--- src/rtl/core/tcc_pkg.sv ---
// Package for the text console cursor and scroll unit.
// Holds opcodes, character codes, state types and the sweep command struct.
// No dependencies.
package tcc_pkg;

  localparam logic [1:0] OP_PUT   = 2'd0;
  localparam logic [1:0] OP_CLEAR = 2'd1;
  localparam logic [1:0] OP_READ  = 2'd2;

  localparam logic [7:0] NULL_CHAR    = 8'h00;
  localparam logic [7:0] NEWLINE_CHAR = 8'h0A;
  localparam logic [7:0] SPACE_CHAR   = 8'h20;

  localparam int CELL_W = 16;

  typedef enum logic [1:0] {
    ST_INIT,
    ST_IDLE,
    ST_READ,
    ST_WALK
  } top_state_t;

  typedef enum logic [2:0] {
    WK_IDLE,
    WK_ZERO,
    WK_SWEEP,
    WK_DRAIN,
    WK_BLANK
  } walk_state_t;

  typedef enum logic [1:0] {
    WALK_ZERO,
    WALK_CLEAR,
    WALK_SCROLL
  } walk_mode_t;

  typedef struct packed {
    logic       go;
    walk_mode_t mode;
    logic [7:0] color;
  } walk_cmd_t;

endpackage

--- src/rtl/core/tcc_walker.sv ---
// Store sweep engine: zero fill after reset, clear of character bytes,
// and scroll (row copy followed by blanking of the last row). Uses tcc_pkg.
module tcc_walker #(
  parameter int ROWS = 25,
  parameter int COLS = 80
) (
  input  logic                            clk,
  input  logic                            rst,
  input  tcc_pkg::walk_cmd_t              cmd,
  output logic                            done,
  output logic                            mem_we,
  output logic [$clog2(ROWS*COLS)-1:0]    mem_waddr,
  output logic [tcc_pkg::CELL_W-1:0]      mem_wdata,
  output logic [$clog2(ROWS*COLS)-1:0]    mem_raddr,
  input  logic [tcc_pkg::CELL_W-1:0]      mem_rdata
);
  import tcc_pkg::*;

  localparam int CELLS  = ROWS * COLS;
  localparam int AW     = $clog2(CELLS);
  localparam int COPY_N = (ROWS - 1) * COLS;
  localparam logic [AW-1:0] LAST_CELL  = AW'(CELLS - 1);
  localparam logic [AW-1:0] LAST_COPY  = AW'(COPY_N - 1);
  localparam logic [AW-1:0] COLS_A     = AW'(COLS);
  localparam logic [AW-1:0] BLANK_BASE = AW'(COPY_N);

  walk_state_t      state, state_next;
  walk_mode_t       mode;
  logic [7:0]       color;
  logic [AW-1:0]    cnt;
  logic             pend_valid;
  logic [AW-1:0]    pend_addr;
  logic [AW-1:0]    sweep_last;

  assign sweep_last = (mode == WALK_SCROLL) ? LAST_COPY : LAST_CELL;

  // next state
  always_comb begin
    state_next = state;
    case (state)
      WK_IDLE: begin
        if (cmd.go) begin
          state_next = (cmd.mode == WALK_ZERO) ? WK_ZERO : WK_SWEEP;
        end
      end
      WK_ZERO: begin
        if (cnt == LAST_CELL) state_next = WK_IDLE;
      end
      WK_SWEEP: begin
        if (cnt == sweep_last) state_next = WK_DRAIN;
      end
      WK_DRAIN: begin
        state_next = (mode == WALK_SCROLL) ? WK_BLANK : WK_IDLE;
      end
      WK_BLANK: begin
        if (cnt == LAST_CELL) state_next = WK_IDLE;
      end
      default: state_next = WK_IDLE;
    endcase
  end

  // memory port and completion
  always_comb begin
    mem_we    = 1'b0;
    mem_waddr = cnt;
    mem_wdata = '0;
    mem_raddr = (mode == WALK_SCROLL) ? cnt + COLS_A : cnt;
    done      = 1'b0;
    if (pend_valid) begin
      mem_we    = 1'b1;
      mem_waddr = pend_addr;
      mem_wdata = (mode == WALK_CLEAR) ? {mem_rdata[15:8], SPACE_CHAR} : mem_rdata;
    end
    case (state)
      WK_ZERO: begin
        mem_we = 1'b1;
        done   = (cnt == LAST_CELL);
      end
      WK_DRAIN: begin
        done = (mode != WALK_SCROLL);
      end
      WK_BLANK: begin
        mem_we    = 1'b1;
        mem_wdata = {color, SPACE_CHAR};
        done      = (cnt == LAST_CELL);
      end
      default: begin
      end
    endcase
  end

  always_ff @(posedge clk) begin
    if (rst) begin
      state      <= WK_ZERO;
      mode       <= WALK_ZERO;
      cnt        <= '0;
      pend_valid <= 1'b0;
    end else begin
      state      <= state_next;
      pend_valid <= (state == WK_SWEEP);
      case (state)
        WK_IDLE: begin
          if (cmd.go) begin
            mode <= cmd.mode;
            cnt  <= '0;
          end
        end
        WK_DRAIN: cnt <= BLANK_BASE;
        default:  cnt <= cnt + 1'b1;
      endcase
    end
  end

  always_ff @(posedge clk) begin
    if (state == WK_IDLE && cmd.go) begin
      color <= cmd.color;
    end
    pend_addr <= cnt;
  end

  a_pend_state: assert property (@(posedge clk) disable iff (rst)
    pend_valid |-> (state == WK_SWEEP || state == WK_DRAIN))
    else $error("pending write outside a sweep");

  a_drain_once: assert property (@(posedge clk) disable iff (rst)
    (state == WK_DRAIN) |=> (state == WK_IDLE || state == WK_BLANK))
    else $error("drain did not end the sweep");

  a_done_leaves: assert property (@(posedge clk) disable iff (rst)
    done |=> (state == WK_IDLE))
    else $error("sweep engine kept running after done");

endmodule

--- config.mk ---
export PLATFORM = sky130hd
export DESIGN_NAME = tcc_walker
export DESIGN_NICKNAME = d
export VERILOG_FILES = /design/src/rtl/core/tcc_pkg.sv /design/src/rtl/core/tcc_walker.sv
export SDC_FILE = /design/constraint.sdc
export NUM_CORES = 1
export LEC_CHECK = 0
export ABC_AREA = 1
export BUFFER_PORTS_ARGS = -buffer_cell sky130_fd_sc_hd__buf_2
export CAP_MARGIN = 20
export CORE_ASPECT_RATIO = 1.1
export CORE_MARGIN = 1.5
export CORE_UTILIZATION = 53
export DETAILED_ROUTE_END_ITERATION = 8
export PLACE_DENSITY = 0.91
export SYNTH_ARGS = -nofsm -noshare
export SYNTH_HDL_FRONTEND = slang
export SYNTH_SLANG_ARGS = --single-unit
--- constraint.sdc ---
create_clock -name clk -period 3.4 [get_ports clk]
set_clock_uncertainty 0.1 [all_clocks]
set_input_delay 0.68 -clock clk [delete_from_list [all_inputs] [get_ports clk]]
set_output_delay 0.68 -clock clk [all_outputs]
set_load 0.02 [all_outputs]
==> results summary <==
Sorting the synthesized cells by area gives the leading types as sky130_fd_sc_hd__dfxtp_1 (29%), sky130_fd_sc_hd__nand2_1 (14%), sky130_fd_sc_hd__edfxtp_1 (12%). The worst slack after detailed placement came out at 1.190 ns. The detailed-route via count is 1,918. The met2 global-route usage is 37.90%. After clock tree synthesis, the clock-pin slew on the worst setup and hold paths is 0.11 ns. In this run the number of H-tree levels came out at 2.

The minimum clock period after layout is 2.623 ns. Post-CTS timing repair inserted 0 buffers for setup. The growth of design area from synthesis to finish came out at 20.31%.

The synthesized design spends more area on one cell type than any other, namely sky130_fd_sc_hd__dfxtp_1. Summed over all cells, the static leakage comes to 1.172 nW. The transition at the pin with the smallest max-transition slack came out at 0.7292 ns. The global-route wire length before repair came out at 7093 µm. The layout cell share with drive strength beyond 1 is 30.82%. The die footprint is 4071 µm². The number of antenna violations at the first check in global routing came out at 0. The warning count from the yosys run is 0. The deepest clock path buffer count is 2.

Counting flops with an async set or reset pin after synthesis yields a share of 0%. The largest individual stage delay along the critical path comes from the cell sky130_fd_sc_hd__dfxtp_1. The initial core utilization is 56.95%. Of the total synthesized cell area, the portion taken by full adders, half adders and majority gates is 1.916%. Once layout is complete, the utilization of the core stands at 68.51%.

The count of nets left with antenna violations once routing finished came out at 0. After synthesis, the largest area contributor takes up 28.61% of total cell area. Across the run, the number of max-cap violations was 0. After routing the design area is 2357 µm². Power spread over the standard cell area amounts to 616.3 nW/µm². The pin count of the biggest net entering global routing came out at 20. The fmax came out at 381.2 MHz. The peak supply drop is 0.4670 mV. The final routed DRC violation total is 0. After synthesis, the largest family of logic cells by area is simple AND/OR/NAND/NOR gates.

The final count of pins violating max slew is 0. The maximum fanout count along the critical path is 7. The routed wirelength normalized by instance count came out at 11.94 µm. The final worst-path setup slack is 0.7766 ns. In this design, the critical path's most frequently occurring cell is sky130_fd_sc_hd__inv_1.

The global-route met3 utilization is 6.019%. After global routing, the most crowded layer is met2. The number of input and output port buffers inserted is 68. The final net count came out at 362. The worst setup path is of the reg -> out kind. The number of iterations in the first detailed-routing pass is 4. The cell count after synthesis is 265. Setup repair after global routing left no endpoint under its margin. The post-DP HPWL came out at 3376 µm.

Counting flops and latches in the post-synthesis netlist gives 36. Summing all placed instances gives a cell area of 2298 µm². The filler cells instantiated in the layout total 294.

The later pin in the worst-skew pair is clocked with a latency of 0.35 ns. The per-instance average area after synthesis came out at 7.394 µm². The final clock period utilization by the worst path is 77.16%. The simple-gate portion of the synthesized area is 33.40%. The detailed-route vias per instance is 5.061.

The worst setup path is captured at an output pin. The run finished with clean final reports. In this run, the number of DRC markers left after iteration 0 of detailed routing was 95.

The number of endpoints with negative hold slack in the final report came out at 0. Adding up every negative setup slack in the final design gives 0 ns. After synthesis the cells add up to 1959 µm². The x dimension of the die is 60.97 µm. The dominant synthesized flop cell is sky130_fd_sc_hd__dfxtp_1. After global routing the overflow that remains totals 0. The setup-violating endpoint count in the final report came out at 0.

The CTS root buffer is sky130_fd_sc_hd__clkbuf_4. The final layout contains routed wiring with a total length of 4526 µm. The number of top-level pins is 69. The min-delay analysis places its worst path in the category reg -> reg. For this run, the register share of the synthesized area comes to 40.87%. The worst hold slack is 0.3390 ns. After synthesis, the share of cell area in mux cells is 1.724%.

The worst-case headroom to the max-slew limit came out at 51.21%. The clock buffer count from CTS came out at 5. In this run, synthesis inferred 8 flip-flops with an integrated enable. Global routing used 29.23% of the available met1 tracks. The number of nets produced by synthesis came out at 297.

The number of hold-repair buffers added at the cts stage came out at 0. The core region is 3441 µm². Global routing consumed, over all layers together, 23.42% of the routing resources.

The antenna diode count came out at 0. The worst setup path is launched from a register. The critical path's largest stage delay came out at 0.48 ns. Once the clock tree was built, the resizer swapped 0 gates to a different size. The synthesized netlist devotes 3.129% of its cell area to XOR and XNOR gates. The signal on the critical path passes through ha_1, inv_1, a21oi_1, nand3_1, xor2_1, inv_1, buf_2. The die is 66.77 µm tall.

The data required time of the worst path is 2.62 ns. The via count of the first global-routing pass is 1,644. Summing the areas of all compound-gate instances in the mapped netlist gives 10.47% of the synthesized area. The clock sink count is 36. For the worst setup path, the data arrival time is 1.84 ns. TritonCTS built the clock tree. The final weighted congestion in routability-driven placement came out at 0.9577. The distinct cell type count of the synthesized netlist came out at 33.

The initialized floorplan defines 22 standard-cell rows.
## cell families (layout without fill, tap and decap cells)
| kind of cell | after synthesis | count (layout) |
|---|---|---|
| DFF | 36 | 36 |
| muxes | 3 | 3 |
| AOI/OAI and AO/OA | 39 | 39 |
| adders and majority gates | 3 | 3 |
| and+or+nand+nor | 140 | 140 |
| buffers and inverters | 37 | 103 |
| xor gates and xnor gates | 7 | 7 |
## critical path, delay by kind of cell, from the launching register on
family | cells | cell delay, ns
XOR/XNOR | 1 | 0.16
AO/OA/AOI/OAI | 1 | 0.23
flip-flops | 1 | 0.48
AND/OR/NAND/NOR | 1 | 0.13
buffers and inverters | 3 | 0.30
adder cells (fa/ha/maj) | 1 | 0.20
## final cells by class
cell class	count	area [µm²]	share of cell area, %
multi-input cells	192	992.2	42.09
flip-flops and latches	36	800.8	33.97
clock buffers	8	58.81	2.495
inverters	26	97.59	4.140
repair buffers	69	347.8	14.76
well taps	48	60.06	2.548
## layout by cell type (no fill, tap or decap), types with 5 or more instances in the layout
cell / count
sky130_fd_sc_hd__dfxtp_1: 28
sky130_fd_sc_hd__buf_2: 68
sky130_fd_sc_hd__xor2_1: 7
sky130_fd_sc_hd__inv_1: 20
sky130_fd_sc_hd__nor2_1: 25
sky130_fd_sc_hd__inv_2: 6
sky130_fd_sc_hd__o21ai_0: 17
sky130_fd_sc_hd__nand3_1: 21
sky130_fd_sc_hd__nand2_1: 73
sky130_fd_sc_hd__edfxtp_1: 8
sky130_fd_sc_hd__clkbuf_4: 5
sky130_fd_sc_hd__a21oi_1: 15
## cells in the mapped netlist, types with 5 or more instances
library cell and instances:
sky130_fd_sc_hd__a21oi_1 15, sky130_fd_sc_hd__buf_4 5, sky130_fd_sc_hd__dfxtp_1 28, sky130_fd_sc_hd__edfxtp_1 8, sky130_fd_sc_hd__inv_1 20, sky130_fd_sc_hd__inv_2 6, sky130_fd_sc_hd__nand2_1 73, sky130_fd_sc_hd__nand3_1 21
sky130_fd_sc_hd__nor2_1 25, sky130_fd_sc_hd__o21ai_0 17, sky130_fd_sc_hd__xor2_1 7
## per-stage QoR
| stage | power, mW | cells |
|---|---|---|
| 2_1_floorplan | 1.077 | 265 |
| 3_3_place_gp | 1.208 | 371 |
| 3_5_place_dp | 1.224 | 371 |
| 4_1_cts | 1.460 | 379 |
| 5_1_grt | 1.555 | 379 |
| 6_report | 1.453 | 379 |
## worst paths after layout
check / from / endpoint / slack (ns) / cells after the start
worst max-delay path: cnt[4]$_SDFFE_PP0P_ / mem_raddr[10] / 0.78 / 7
worst min-delay path: cnt[3]$_SDFFE_PP0P_ / pend_addr[3]$_DFF_P_ / 0.34 / 0
worst max register to register: state[0]$_SDFFE_PP1P_ / mode[0]$_SDFFE_PP0P_ / 1.57 / 6
worst min register to register: cnt[3]$_SDFFE_PP0P_ / pend_addr[3]$_DFF_P_ / 0.34 / 0
## report_power, final
group	total, mW	leakage [nW]	internal, mW	switching, mW
Clock	0.237	0.0326	0.102	0.135
Sequential	0.614	0.301	0.526	0.0879
Combinational	0.602	0.838	0.208	0.394
Total	1.45	1.17	0.835	0.618
## state kept, by name (all words and copies together), names as in the netlist
register	count
color	8
mode	2
state	3
cnt	11
pend_addr	11
pend_valid	1
## routing by layer
layer / up-vias / share of wire, %
met1: 853 / 44
met3: 6 / 6.7
met4: 0 / 1.4
li1: 983 / -
met5: - / 0
met2: 76 / 48
No activity file was read; power rests on OpenSTA's default activity.
